File: src/rtl/core/cff_pkg.sv
// Shared types, codes and microprogram for the complex FIR filter.
package cff_pkg;

    // Default number of complex taps
    localparam int unsigned CFF_TAPS = 64;

    // Field widths fixed by the item format
    localparam int unsigned SMP_W  = 16;
    localparam int unsigned COEF_W = 18;
    localparam int unsigned CIDX_W = 6;
    localparam int unsigned SHF_W  = 6;
    localparam logic [SHF_W-1:0] SHIFT_RST = 6'd17;

    // Configuration register indexes
    localparam logic CFG_ENABLE = 1'b0;
    localparam logic CFG_SHIFT  = 1'b1;

    // Item operation codes
    typedef enum logic [1:0] {
        OP_SAMPLE = 2'd0,
        OP_COEF   = 2'd1,
        OP_FLUSH  = 2'd2
    } t_op;

    // Microprogram address
    typedef logic [3:0] t_upc;

    localparam t_upc U_CLEAR  = 4'd0;
    localparam t_upc U_IDLE   = 4'd1;
    localparam t_upc U_DECODE = 4'd2;
    localparam t_upc U_COEF   = 4'd3;
    localparam t_upc U_FLUSH  = 4'd4;
    localparam t_upc U_LOAD   = 4'd5;
    localparam t_upc U_MAC    = 4'd6;
    localparam t_upc U_DRAINA = 4'd7;
    localparam t_upc U_DRAINB = 4'd8;
    localparam t_upc U_ROUND  = 4'd9;
    localparam t_upc U_EMITF  = 4'd10;
    localparam t_upc U_EMITP  = 4'd11;

    // Jump conditions
    typedef enum logic [2:0] {
        J_NEXT    = 3'd0,  // fall through
        J_ALWAYS  = 3'd1,  // jump to target
        J_NOACC   = 3'd2,  // jump to target unless an item is taken
        J_NOTLAST = 3'd3,  // jump to target until the counter is at its last value
        J_OUTBUSY = 3'd4,  // jump to target while the output register is held, else idle
        J_DECODE  = 3'd5   // multiway on the latched operation
    } t_jc;

    // One control word
    typedef struct packed {
        logic in_rdy;   // take an input item
        logic clr_we;   // zero tap at the counter
        logic coef_we;  // write latched coefficient
        logic flush;    // forget the history
        logic load;     // store sample, start a convolution
        logic issue;    // read one tap/history pair
        logic cnt_inc;  // step the counter
        logic rnd;      // add rounding constant to accumulators
        logic emit_f;   // present filtered result
        logic emit_p;   // present passed-through sample
        t_jc  jc;
        t_upc tgt;
    } t_uop;

    // Status seen by the sequencer
    typedef struct packed {
        logic       acc;       // input transfer this cycle
        logic       last;      // counter at TAPS-1
        logic       out_busy;  // result register full and stalled
        logic       enable;
        logic [1:0] op;
    } t_stat;

    // Microprogram store
    function automatic t_uop uop_rom(input t_upc pc);
        t_uop u;
        u = '0;
        u.jc  = J_NEXT;
        u.tgt = U_IDLE;
        unique case (pc)
            U_CLEAR: begin
                u.clr_we = 1'b1; u.cnt_inc = 1'b1; u.jc = J_NOTLAST; u.tgt = U_CLEAR;
            end
            U_IDLE: begin
                u.in_rdy = 1'b1; u.jc = J_NOACC; u.tgt = U_IDLE;
            end
            U_DECODE: begin
                u.jc = J_DECODE;
            end
            U_COEF: begin
                u.coef_we = 1'b1; u.jc = J_ALWAYS; u.tgt = U_IDLE;
            end
            U_FLUSH: begin
                u.flush = 1'b1; u.jc = J_ALWAYS; u.tgt = U_IDLE;
            end
            U_LOAD: begin
                u.load = 1'b1;
            end
            U_MAC: begin
                u.issue = 1'b1; u.cnt_inc = 1'b1; u.jc = J_NOTLAST; u.tgt = U_MAC;
            end
            U_DRAINA, U_DRAINB: begin
                u.jc = J_NEXT;
            end
            U_ROUND: begin
                u.rnd = 1'b1;
            end
            U_EMITF: begin
                u.emit_f = 1'b1; u.jc = J_OUTBUSY; u.tgt = U_EMITF;
            end
            U_EMITP: begin
                u.emit_p = 1'b1; u.jc = J_OUTBUSY; u.tgt = U_EMITP;
            end
            default: begin
                u.jc = J_ALWAYS; u.tgt = U_IDLE;
            end
        endcase
        return u;
    endfunction

endpackage

File: src/rtl/core/cff_seq.sv
// Microcode sequencer: step counter, control store and jump logic.
module cff_seq
    import cff_pkg::*;
(
    input  logic  i_clk,
    input  logic  i_rst_n,
    input  t_stat i_stat,
    output t_uop  o_uop
);

    t_upc r_pc;
    t_upc n_pc;
    t_uop w_uop;

    assign w_uop = uop_rom(r_pc);
    assign o_uop = w_uop;

    // Next step
    always_comb begin
        n_pc = r_pc + 4'd1;
        unique case (w_uop.jc)
            J_NEXT:    n_pc = r_pc + 4'd1;
            J_ALWAYS:  n_pc = w_uop.tgt;
            J_NOACC:   n_pc = i_stat.acc ? r_pc + 4'd1 : w_uop.tgt;
            J_NOTLAST: n_pc = i_stat.last ? r_pc + 4'd1 : w_uop.tgt;
            J_OUTBUSY: n_pc = i_stat.out_busy ? w_uop.tgt : U_IDLE;
            J_DECODE: begin
                unique case (i_stat.op)
                    OP_SAMPLE: n_pc = i_stat.enable ? U_LOAD : U_EMITP;
                    OP_COEF:   n_pc = U_COEF;
                    OP_FLUSH:  n_pc = U_FLUSH;
                    default:   n_pc = U_IDLE;
                endcase
            end
            default:   n_pc = U_IDLE;
        endcase
    end

    always_ff @(posedge i_clk) begin
        if (!i_rst_n) begin
            r_pc <= U_CLEAR;
        end else begin
            r_pc <= n_pc;
        end
    end

endmodule

File: config.mk
export PLATFORM = sky130hd
export DESIGN_NAME = cff_seq
export DESIGN_NICKNAME = d
export VERILOG_FILES = /design/src/rtl/core/cff_pkg.sv /design/src/rtl/core/cff_seq.sv
export SDC_FILE = /design/constraint.sdc
export NUM_CORES = 1
export LEC_CHECK = 0
export BUFFER_PORTS_ARGS = -buffer_cell sky130_fd_sc_hd__buf_2
export CAP_MARGIN = 15
export CORE_ASPECT_RATIO = 0.8
export CORE_MARGIN = 2
export CORE_UTILIZATION = 25
export CTS_CLUSTER_SIZE = 12
export DETAILED_ROUTE_END_ITERATION = 10
export GPL_ROUTABILITY_DRIVEN = 0
export MAX_ROUTING_LAYER = met4
export PLACE_DENSITY_LB_ADDON = 0.3
export SETUP_SLACK_MARGIN = 0.5
export SLEW_MARGIN = 20
export SYNTH_ARGS = -nofsm -noshare
export SYNTH_HDL_FRONTEND = slang
export SYNTH_SLANG_ARGS = --single-unit
File: constraint.sdc
create_clock -name i_clk -period 4 [get_ports i_clk]
set_clock_uncertainty 0.15 [all_clocks]
set_input_delay 0 -clock i_clk [delete_from_list [all_inputs] [get_ports i_clk]]
set_output_delay 0 -clock i_clk [all_outputs]
set_load 0.01 [all_outputs]
# Word level (Yosys, flattened, before mapping)
# Cells that the tools add are included.
[word_totals]
in_bits = 8
word_cells = 44
ff_bits = 4
output_inout_bits = 17
[op_classes]
reduce_logical = 6
n_addsub = 1
eq_ne = 18
muxes = 18
[ops]
columns = ["operator", "count"]
rows = [
  ["$pmux W4 S6", 1],
  ["$eq A4 B3 Y1 const B", 4],
  ["$eq A4 B4 Y1 const B", 4],
  ["$mux W4", 4],
  ["$pmux W4 S4", 1],
  ["$pmux W3 S5", 1],
  ["$pmux W4 S3", 1],
  ["$mux W1", 10],
  ["$eq A4 B2 Y1 const B", 2],
  ["$eq A3 B2 Y1 const B", 2],
  ["$eq A3 B3 Y1 const B", 2],
  ["$add A4 B1 Y4 const B", 1],
  ["$eq A4 B1 Y1 const B", 1],
  ["$logic_not A4 Y1", 1],
  ["$reduce_or A2 Y1", 2],
  ["$reduce_or A4 Y1", 1],
  ["$eq A3 B1 Y1 const B", 1],
  ["$logic_not A3 Y1", 1],
  ["$eq A2 B1 Y1 const B", 1],
  ["$eq A2 B2 Y1 const B", 1],
  ["$logic_not A2 Y1", 1],
]

# Logic depth before layout (Yosys ltp)
# Gate-level depths: netlist of run 1.
[logic_depth]
depth_word = 5
depth_mapped = 7
mapped_depth_nobuf = 6

# Worst setup path after synthesis of run 1
# OpenSTA, ideal clock, no wires.
[synth_timing]
kind = "reg-to-reg"
from = "register r_pc[0]"
to = "register r_pc[0]"
path_slack_ns = 2.044
setup_time_ns = 0.081
path_stages_with_launch = 8
period_less_slack_ns = 1.956
path_buffers = 1
arrival_ns = 1.725
required_ns = 3.769
cell_sequence = "dfxtp_1 > inv_1 > ha_1 > clkbuf_4 > or4b_4 > o32ai_4 > o32ai_1 > a41oi_1"
[synth_via]
elab_chain_len = 5
word_cells_on_any_way = 26
classes_between = "add/sub: 1; eq/ne: 14; mux: 6; reduce/logical: 5"
[synth_rtl]
columns = ["element", "line_no", "source"]
rows = [
  ["start, declared", "cff_seq.sv:11", "t_upc r_pc;"],
  ["start signal, assigned", "cff_seq.sv:43", "r_pc <= n_pc;"],
  ["$eq A4 B4 Y1, or another cell as far along", "cff_pkg.sv:82", "unique case (pc)"],
  ["$reduce_or A4 Y1 (no source line) / $reduce_or A2 Y1 (equally long branches)", "-", ""],
  ["$pmux W3 S5", "cff_pkg.sv:82", ""],
  ["$eq A3 B3 Y1, or another cell as far along", "cff_seq.sv:21", "unique case (w_uop.jc)"],
  ["$pmux W4 S6 *", "cff_seq.sv:21", ""],
]
# Mark *: on every way between the ends. The rest lies on a longest branch, timed or not.
# A chain may end at the register's enable or synchronous reset.

# Worst setup path after layout of run 1
[layout_timing]
from = "register r_pc[0]"
to = "register r_pc[3]"
# Same word-level chain as after synthesis.

==> results.json, run 1 <==
{
  "status": "finished, final reports clean",
  "synthMostInstantiatedCell": "nor2_1",
  "synth_top_family_by_area": "simple AND/OR/NAND/NOR gates",
  "synth_compound_area_share_pct": 26.8,
  "grt_pass1_vias": 733,
  "drt_iter0_drc": 32,
  "cp_slowest_cell": "dlygate4sd3_1",
  "hp-start": "i_stat[5]",
  "dp_hpwl_um": 1370,
  "synth_cells": 98,
  "synth-seq-area-share_pct": 11.7,
  "leakagePower_nw": 0.397,
  "ys_ff_latch": 4,
  "synth-simple-area-share_pct": 35.5,
  "drtPass1Iterations": 4,
  "synth_edf_count": 0,
  "power.density_nw_per_um2": 440,
  "p_total_uw": 377,
  "cts_tree": "yes",
  "initial_core_util_pct": 27.2,
  "crit_chain": "inv_1, ha_1, or3b_2, a21oi_1, o21ai_1, a31oi_1, dlygate4sd3_1",
  "clk_pin_slew_ns": 0.04,
  "ctsHoldBuffers": 5,
  "synthXorXnorAreaFrac_pct": 2.55,
  "end_kind": "flip-flop",
  "slowest_delay_ns": 0.56,
  "cts_made_buffers": 3,
  "core_area_um2": 2520,
  "portBuffers": 24,
  "dr_total_vias": 790,
  "finalSetupViolCount": 0,
  "synth_fa_ha_area_share_pct": 7.29,
  "regMostFlops": "r_pc",
  "worstReg2RegStart": "r_pc[0]",
  "yosysWarnings": 0,
  "finalWirelength_um": 1880,
  "swShare_pct": 49.0,
  "crit_buf_inv": 2,
  "biggestRegsByFlops": "r_pc: 4 flops",
  "cts_setup_buffers": 0,
  "antenna_found_initial": 0,
  "drc": 0,
  "p_int_uw": 192,
  "crit_type": "flip-flop to flip-flop",
  "synth.area.top_cells": "dfxtp_1 12%, ha_1 7.3%, nor2_1 5.5%",
  "grt_use_total_pct": 13.0,
  "grt_pass1_wl_um": 3260,
  "syn_area_um2": 687,
  "yosys.area.top_type": "dfxtp_1",
  "synthMuxAreaShare_pct": 1.46,
  "worst_r2r_endpoint": "r_pc[3]",
  "synthArstFlopShare_pct": 0,
  "period_share_pct": 68.9,
  "required_ns": 4.02,
  "hold_class": "input port to flip-flop",
  "combPwrFrac_pct": 71.6,
  "clkPwrFrac_pct": 13.1,
  "critPathMaxFanout": 19,
  "final_nets": 136,
  "cts_resized": 0,
  "routedWlPerCell_um": 11.9,
  "root_buffer": "clkbuf_4",
  "die_area_um2": 3190,
  "clk_latency_ns": 0.23,
  "hold_viol_final": 0,
  "startpoint_type": "flip-flop",
  "vias_per_cell": 5.00,
  "holdPathEnd": "r_pc[1]",
  "placementRows": 16,
  "peakVddDrop_uv": 144,
  "h-tree-depth": 1,
  "synth_flop_cell": "dfxtp_1",
  "yosys.area.top_type_share_pct": 11.7,
  "die_y_um": 50.9,
  "p_switching_uw": 185,
  "slew_viol_final": 0,
  "overflow": 0,
  "die_w_um": 62.6,
  "postSynthAreaPerCell_um2": 7.01,
  "grt_max_degree": 21,
  "syn-num-nets": 110,
  "hold_depth": 4,
  "cts.sinks": 4,
  "arrival_ns": 2.78,
  "timing.setup.tns_ns": 0,
  "antenna_left": 0,
  "cp_top_family": "buffers and inverters",
  "synth.distinct_cells": 40,
  "tightestPinTransition_ns": 0.668,
  "slew_headroom_pct": 55.5,
  "max_freq_mhz": 363,
  "postLayoutCoreUtil_pct": 34.0,
  "maxCapViolations": 0,
  "largest_reg_flops": 4,
  "clock_path_buffers": 2,
  "drive_gt1_share_pct": 25.4,
  "period_minus_slack_ns": 2.75,
  "reg2regPathDepth": 7,
  "p_seq_share_pct": 15.3,
  "syn_to_final_growth_pct": 24.8,
  "ios": 25,
  "r2r_slack_ns": 1.25,
  "num_antenna_cells": 0,
  "rsz0062_at_grt": "no",
  "synthTopCellsByCount": "10 x nor2_1, 9 x inv_1, 8 x nand2_1, 5 x nor3_1, 5 x o21ai_0"
}
==> layer usage <==
layer / global-route usage [%] / share of wire, % / routed length (um) / vias up
met1: 16.7 / 49 / 918 / 346
met4: 2.22 / 0 / 0 / 0
met3: 3.30 / 10 / 190 / 0
li1: - / - / - / 397
met2: 21.0 / 41 / 768 / 47
met5: - / 0 / 0 / -
==> worst register-to-register path, delay by kind of cell (launching register included) <==
family,cells,cell delay [ns]
fa+ha+maj,1,0.43
simple gates,1,0.55
flops,1,0.37
compound gates,3,0.55
buf+inv,2,0.65
==> worst max-delay path by stage <==
stage               slack [ns]  cells past startpoint    start      end
floorplan                 2.04                      7  r_pc[0]  r_pc[0]
global placement          1.85                      6  r_pc[0]  r_pc[1]
detailed placement        1.79                      6  r_pc[0]  r_pc[0]
CTS                       1.31                      7  r_pc[0]  r_pc[3]
global route              1.12                      7  r_pc[0]  r_pc[3]
finish                    1.25                      7  r_pc[0]  r_pc[3]
==> per-stage QoR <==
step | area, um2 | setup WS (ns) | hold WS [ns] | cells
after floorplan | 687 | 2.04 | -0.0139 | 98
after global placement | 785 | 1.85 | 0.125 | 150
after detailed placement | 785 | 1.79 | 0.119 | 150
after CTS | 857 | 1.31 | 0.0152 | 158
after global routing | 857 | 1.12 | 0.0924 | 158
final | 857 | 1.25 | 0.0341 | 158
==> power groups by stage <==
stage,Sequential [mW],Clock (mW),Combinational [mW]
after detailed placement,0.0582,0,0.264
after floorplan,0.0549,0,0.203
after global placement,0.0572,0,0.264
final,0.0578,0.0494,0.270
after CTS,0.0576,0.0534,0.267
after global routing,0.0593,0.0550,0.302
==> placed cells by master (no fill, tap or decap), types with 2 or more instances in the layout <==
master          n
a21oi_1         4
a221oi_1        2
a31oi_1         3
and2_1          4
buf_2          24
clkbuf_4        3
dfxtp_1         4
dlygate4sd3_1   5
ha_1            4
inv_1           9
nand2_1         8
nand2b_1        3
nand3_1         3
nor2_1         10
nor2b_1         2
nor3_1          5
nor4_1          2
o211ai_1        2
o21ai_0         5
==> logic make-up after synthesis <==
| logic type | count (synthesis) |
|---|---|
| AND/OR/NAND/NOR | 45 |
| AO/OA/AOI/OAI | 25 |
| buffers and inverters | 17 |
| adder cells (fa/ha/maj) | 4 |
| flip-flops | 4 |
| XOR/XNOR | 2 |
| multiplexers | 1 |
==> layout make-up <==
type	instances	area, um2
inverter	9	33.8
multi-input combinational	77	505
tap	36	45.0
sequential	4	80.1
clock buffer	3	22.5
timing repair buffer	29	170
fill	290	1670
(Power assumes the default switching activity.)
==> run 2, diff against run 1 <==
--- a/config.mk
+++ b/config.mk
@@ -5,6 +5,7 @@
 export SDC_FILE = /design/constraint.sdc
 export NUM_CORES = 1
 export LEC_CHECK = 0
+export ABC_AREA = 1
 export BUFFER_PORTS_ARGS = -buffer_cell sky130_fd_sc_hd__buf_2
 export CAP_MARGIN = 15
 export CORE_ASPECT_RATIO = 0.8
==> constraint.sdc (replaced) <==
create_clock -name i_clk -period 2.3 [get_ports i_clk]
set_clock_uncertainty 0.15 [all_clocks]
set_input_delay 0 -clock i_clk [delete_from_list [all_inputs] [get_ports i_clk]]
set_output_delay 0 -clock i_clk [all_outputs]
set_load 0.01 [all_outputs]
==> run 2 against run 1 <==
Final cell count increased by 23%. Highest routed layer is now met4. Clock power increased by 75%. First-iteration DRC count increased by 22%. Sequential power increased by 110%. Register-to-register slack got worse by 0.66 ns. Final area increased by 15%. Largest cell class unchanged. Non-clock buffer count decreased by 3. Flip-flop and latch count unchanged. Die area increased by 0.50%.
==> results.json, run 2 <==
{
  "status": "finished, final reports clean",
  "period_share_pct": 74.9,
  "grt_use_total_pct": 12.6,
  "core_area_um2": 2700,
  "drc": 0,
  "die_y_um": 51.0,
  "required_ns": 2.15,
  "die_w_um": 62.8,
  "yosysWarnings": 0,
  "p_switching_uw": 463,
  "ys_ff_latch": 4,
  "die_area_um2": 3200,
  "clkPwrFrac_pct": 10.3,
  "grt_pass1_vias": 713,
  "maxCapViolations": 0,
  "leakagePower_nw": 0.529,
  "initial_core_util_pct": 25.6,
  "arrival_ns": 1.57,
  "finalSetupViolCount": 0,
  "cts.sinks": 4,
  "end_kind": "output port",
  "overflow": 0,
  "h-tree-depth": 1,
  "synth-seq-area-share_pct": 11.6,
  "largest_reg_flops": 4,
  "yosys.area.top_type": "nand2_1",
  "syn-num-nets": 141,
  "finalWirelength_um": 1990,
  "root_buffer": "clkbuf_4",
  "layout_commonest_cell": "nand2_1",
  "ios": 25,
  "num_antenna_cells": 0,
  "cts_made_buffers": 3,
  "slew_viol_final": 0,
  "clock_path_buffers": 2,
  "timing.setup.tns_ns": 0,
  "crit_type": "flip-flop to output port",
  "syn_area_um2": 691,
  "drive_gt1_share_pct": 37.2,
  "startpoint_type": "flip-flop",
  "vias_per_cell": 4.54,
  "synth.distinct_cells": 25,
  "power.density_nw_per_um2": 855,
  "period_minus_slack_ns": 1.72,
  "synth_cells": 129,
  "slew_headroom_pct": 82.1,
  "portBuffers": 24,
  "critPathMaxFanout": 6,
  "regMostFlops": "r_pc",
  "swShare_pct": 54.9,
  "max_freq_mhz": 580,
  "rsz0062_at_grt": "yes",
  "synth_flop_cell": "dfxtp_1",
  "p_int_uw": 379,
  "tightestPinTransition_ns": 0.267,
  "clk_pin_slew_ns": 0.04,
  "placementRows": 17,
  "hold_viol_final": 0,
  "synthArstFlopShare_pct": 0,
  "combPwrFrac_pct": 75.0,
  "postLayoutCoreUtil_pct": 36.5,
  "biggestRegsByFlops": "r_pc: 4 flops",
  "routedWlPerCell_um": 10.3,
  "synth.area.top_cells": "nand2_1 19%, dfxtp_1 12%, inv_1 9.2%",
  "cts_tree": "yes",
  "final_cell_mix": "34 x nand2_1, 24 x buf_2, 16 x inv_1, 15 x nor2_1, 12 x nand3_1",
  "antenna_found_initial": 0,
  "hold_class": "input port to flip-flop",
  "final_nets": 170,
  "antenna_left": 0,
  "syn_to_final_growth_pct": 42.6,
  "clk_latency_ns": 0.23,
  "postSynthAreaPerCell_um2": 5.35,
  "grt_max_degree": 10,
  "peakVddDrop_uv": 231,
  "synthTopCellsByCount": "35 x nand2_1, 17 x inv_1, 16 x nor2_1, 12 x nand3_1, 8 x a21oi_1",
  "dp_hpwl_um": 1610,
  "synth_edf_count": 0,
  "drt_iter0_drc": 39,
  "dr_total_vias": 880,
  "yosys.area.top_type_share_pct": 19.0,
  "synthMostInstantiatedCell": "nand2_1",
  "grt_pass1_wl_um": 3120,
  "drtPass1Iterations": 4,
  "p_seq_share_pct": 14.8
}
-- run 2: through the flow --
step / instance area (um2) / hold slack (ns) / total power [mW] / setup WS, ns / std cells
floorplan: 691 / 0.0206 / 0.482 / 0.515 / 129
CTS: 895 / 0.0274 / 0.754 / 0.483 / 193
global route: 985 / 0.0899 / 0.926 / 0.453 / 194
global placement: 843 / 0.131 / 0.637 / 0.361 / 189
finish: 985 / 0.0132 / 0.842 / 0.577 / 194
detailed placement: 843 / 0.136 / 0.635 / 0.324 / 189
-- run 2: area by class of cell --
| class | count | area [um2] |
|---|---|---|
| fill | 320 | 1720 |
| multi-input combinational | 99 | 596 |
| timing repair buffer | 26 | 138 |
| sequential | 4 | 91.3 |
| inverter | 24 | 90.1 |
| tap | 38 | 47.5 |
| clock buffer | 3 | 22.5 |
-- run 2: what timing repair did --
| action | 4_1_cts | 5_1_grt |
|---|---|---|
| setup endpoints to repair | 6 | 7 |
| gates resized for setup | 5 | 22 |
| pin swaps | 0 | 4 |
| buffers inserted | 0 | 1 |
| hold buffers | 1 | 0 |
| hold endpoints to repair | 4 | 0 |
-- run 2: path summary, 6_finish.rpt --
kind	from	end	slack, ns	cells past startpoint
setup / recovery	r_pc[0]	o_uop[4]	0.58	9
hold / removal	i_stat[0]	r_pc[0]	0.01	5
setup reg to reg	r_pc[0]	r_pc[2]	0.59	11
hold reg to reg	r_pc[0]	r_pc[0]	0.59	4
-- run 2: cell families after synthesis --
logic type | after synthesis | share of synthesized area, %
xor gates and xnor gates | 2 | 2.54
and+or+nand+nor | 76 | 49.8
adders and majority gates | 4 | 7.25
DFF | 4 | 11.6
AOI/OAI and AO/OA | 17 | 13.6
buffers and inverters | 26 | 15.2
-- run 2: power groups by stage --
stage	Combinational (mW)	Clock [mW]	Sequential, mW
detailed placement	0.526	0	0.109
finish	0.631	0.0866	0.124
global route	0.700	0.0968	0.130
CTS	0.552	0.0916	0.110
global placement	0.529	0	0.108
floorplan	0.380	0	0.101
-- run 2: metal layers --
| layer | track usage (%) | part of all wire (%) |
|---|---|---|
| met4 | 3.33 | 0.40 |
| met1 | 18.4 | 48 |
| met5 | - | 0 |
| met3 | 3.08 | 9.4 |
| met2 | 17.0 | 42 |
-- run 2: critical path: stages, from the launching register on --
cell and delay, ns:
dfxtp_4 0.38, inv_2 0.06, ha_2 0.20, nand2_2 0.10, nand2_4 0.08, inv_2 0.07, nand2_1 0.09, a21oi_2 0.16
inv_1 0.06, buf_2 0.13
==> run 3, diff against run 2 <==
==> constraint.sdc (replaced) <==
create_clock -name i_clk -period 1.6 [get_ports i_clk]
set_clock_uncertainty 0.15 [all_clocks]
set_input_delay 0 -clock i_clk [delete_from_list [all_inputs] [get_ports i_clk]]
set_output_delay 0 -clock i_clk [all_outputs]
set_load 0.01 [all_outputs]
==> run 3 against run 2 <==
The run now ends with negative setup slack left. Flip-flop and latch count is the same. Final area up 55%. Sequential share of layout area fell by 3.2 points. Sequential power up 48%. Routed wire length increased by 47%. Largest power group unchanged.
==> results.json, run 3 (synthesized netlist as in run 2, its figures left out) <==
{
  "grt_max_degree": 7,
  "worst_r2r_endpoint": "r_pc[0]",
  "arrival_ns": 1.61,
  "rsz0062_at_grt": "yes",
  "dr_total_vias": 1057,
  "maxCapViolations": 0,
  "antenna_found_initial": 0,
  "num_antenna_cells": 0,
  "drive_gt1_share_pct": 64.1,
  "critPathMaxFanout": 4,
  "die_y_um": 51.0,
  "required_ns": 1.45,
  "syn_to_final_growth_pct": 120,
  "reg2regPathDepth": 12,
  "fillerInstances": 279,
  "multiInputGateArea_um2": 732,
  "vias_per_cell": 4.54,
  "period_share_pct": 110,
  "slew_viol_final": 0,
  "routedWlPerCell_um": 12.5,
  "root_buffer": "clkbuf_4",
  "grt_pass1_vias": 965,
  "worstReg2RegStart": "r_pc[0]",
  "r2r_slack_ns": -0.12,
  "status": "complete, but fails checks",
  "holdPathEnd": "r_pc[3]",
  "core_area_um2": 2700,
  "peakVddDrop_uv": 642,
  "clk_latency_ns": 0.24,
  "power.density_nw_per_um2": 1430,
  "drtPass1Iterations": 4,
  "clk_pin_slew_ns": 0.04,
  "final_nets": 209,
  "crit_type": "flip-flop to output port",
  "initial_core_util_pct": 25.6,
  "h-tree-depth": 1,
  "dp_hpwl_um": 1860,
  "violations": "negative setup slack",
  "postLayoutCoreUtil_pct": 56.4,
  "setup_slack_ns": -0.159,
  "hold_viol_final": 0,
  "layout_commonest_cell": "buf_4",
  "end_kind": "output port",
  "tightestPinTransition_ns": 0.294,
  "cts_tree": "yes",
  "drt_iter0_drc": 41,
  "finalSetupViolCount": 10,
  "p_total_mw": 2.17,
  "final_cell_mix": "30 x buf_4, 27 x nand2_1, 18 x buf_6, 15 x buf_2, 12 x inv_2",
  "dp_slack_ns": -0.0915,
  "hp-start": "i_stat[3]",
  "regMostFlops": "r_pc",
  "period_minus_slack_ns": 1.76,
  "startpoint_type": "flip-flop",
  "leakagePower_nw": 0.768,
  "die_area_um2": 3200,
  "drc": 0,
  "cts_made_buffers": 3,
  "finalWirelength_um": 2920,
  "overflow": 0,
  "grt_use_total_pct": 17.7,
  "cts.sinks": 4,
  "largest_reg_flops": 4,
  "ios": 25,
  "portBuffers": 24,
  "slew_headroom_pct": 80.3,
  "ff_latch_area_um2": 92.6,
  "clock_path_buffers": 2,
  "die_w_um": 62.8,
  "antenna_left": 0,
  "placementRows": 17,
  "hold_class": "input port to flip-flop",
  "max_freq_mhz": 569,
  "grt_pass1_wl_um": 4350,
  "biggestRegsByFlops": "r_pc: 4 flops",
  "hold_depth": 5
}
==> run 3: cell count changes in the layout (fill, tap and decap cells not counted), moves of 6 or more <==
cell and delta:
buf_2 -9, nand2_4 +7, buf_4 +29, nand2_1 -7, inv_4 +6, inv_1 -10
nor2_1 -6, buf_6 +18
==> run 3: worst max path at each step <==
stage | startpoint | end | slack [ns] | cells past startpoint
finish | r_pc[0] | o_uop[4] | -0.16 | 8
global route | r_pc[0] | r_pc[0] | -0.23 | 12
CTS | r_pc[0] | o_uop[4] | -0.12 | 10
detailed placement | r_pc[0] | r_pc[2] | -0.09 | 11
global placement | r_pc[0] | r_pc[0] | -0.08 | 11
floorplan | r_pc[0] | r_pc[0] | 0.04 | 11
==> run 3: worst max-delay path: stages, from the launching register on <==
cell and delay [ns]:
dfxtp_4 0.37, ha_4 0.18, buf_6 0.12, o21ai_4 0.21, buf_4 0.18, a21oi_4 0.06, buf_6 0.11, inv_2 0.04
buf_6 0.09
==> run 3: per-stage QoR <==
| stage | setup TNS (ns) | instances | area, um2 | hold WS, ns |
|---|---|---|---|---|
| 2_1_floorplan | 0 | 129 | 777 | 0.0102 |
| 3_3_place_gp | -0.256 | 208 | 1070 | 0.129 |
| 3_5_place_dp | -0.238 | 208 | 1070 | 0.130 |
| 4_1_cts | -0.846 | 224 | 1370 | 0.0237 |
| 5_1_grt | -1.73 | 233 | 1520 | 0.0603 |
| 6_report | -0.973 | 233 | 1520 | 0.0361 |
==> run 3: final cells by class <==
class	count	area share, %
Clock buffer	3	1.48
Inverter	24	6.90
Multi-Input combinational cell	99	48.1
Sequential cell	4	6.08
Tap cell	38	3.12
Timing Repair Buffer	65	34.3
==> run 3: where the power goes <==
group | switching, mW | leakage [nW] | internal, mW
logic | 0.900 | 0.719 | 0.951
registers | 0.0513 | 0.0352 | 0.133
clock network | 0.0510 | 0.0138 | 0.0846
total | 1.00 | 0.768 | 1.17
==> run 3: what timing repair did <==
item / in CTS / in global routing
gates resized for setup: 45 / 23
pin swaps: 16 / 11
hold buffers: 2 / 0
hold endpoints to repair: 4 / 0
setup buffers: 11 / 9
setup endpoints to repair: 21 / 21
==> run 3: layer usage <==
metal | vias to the layer above | GRT usage, % | routed length (um)
met3 | 4 | 3.74 | 143
met4 | 0 | 2.22 | 31
met5 | - | - | 0
li1 | 540 | - | -
met1 | 480 | 21.1 | 1230
met2 | 33 | 31.9 | 1510
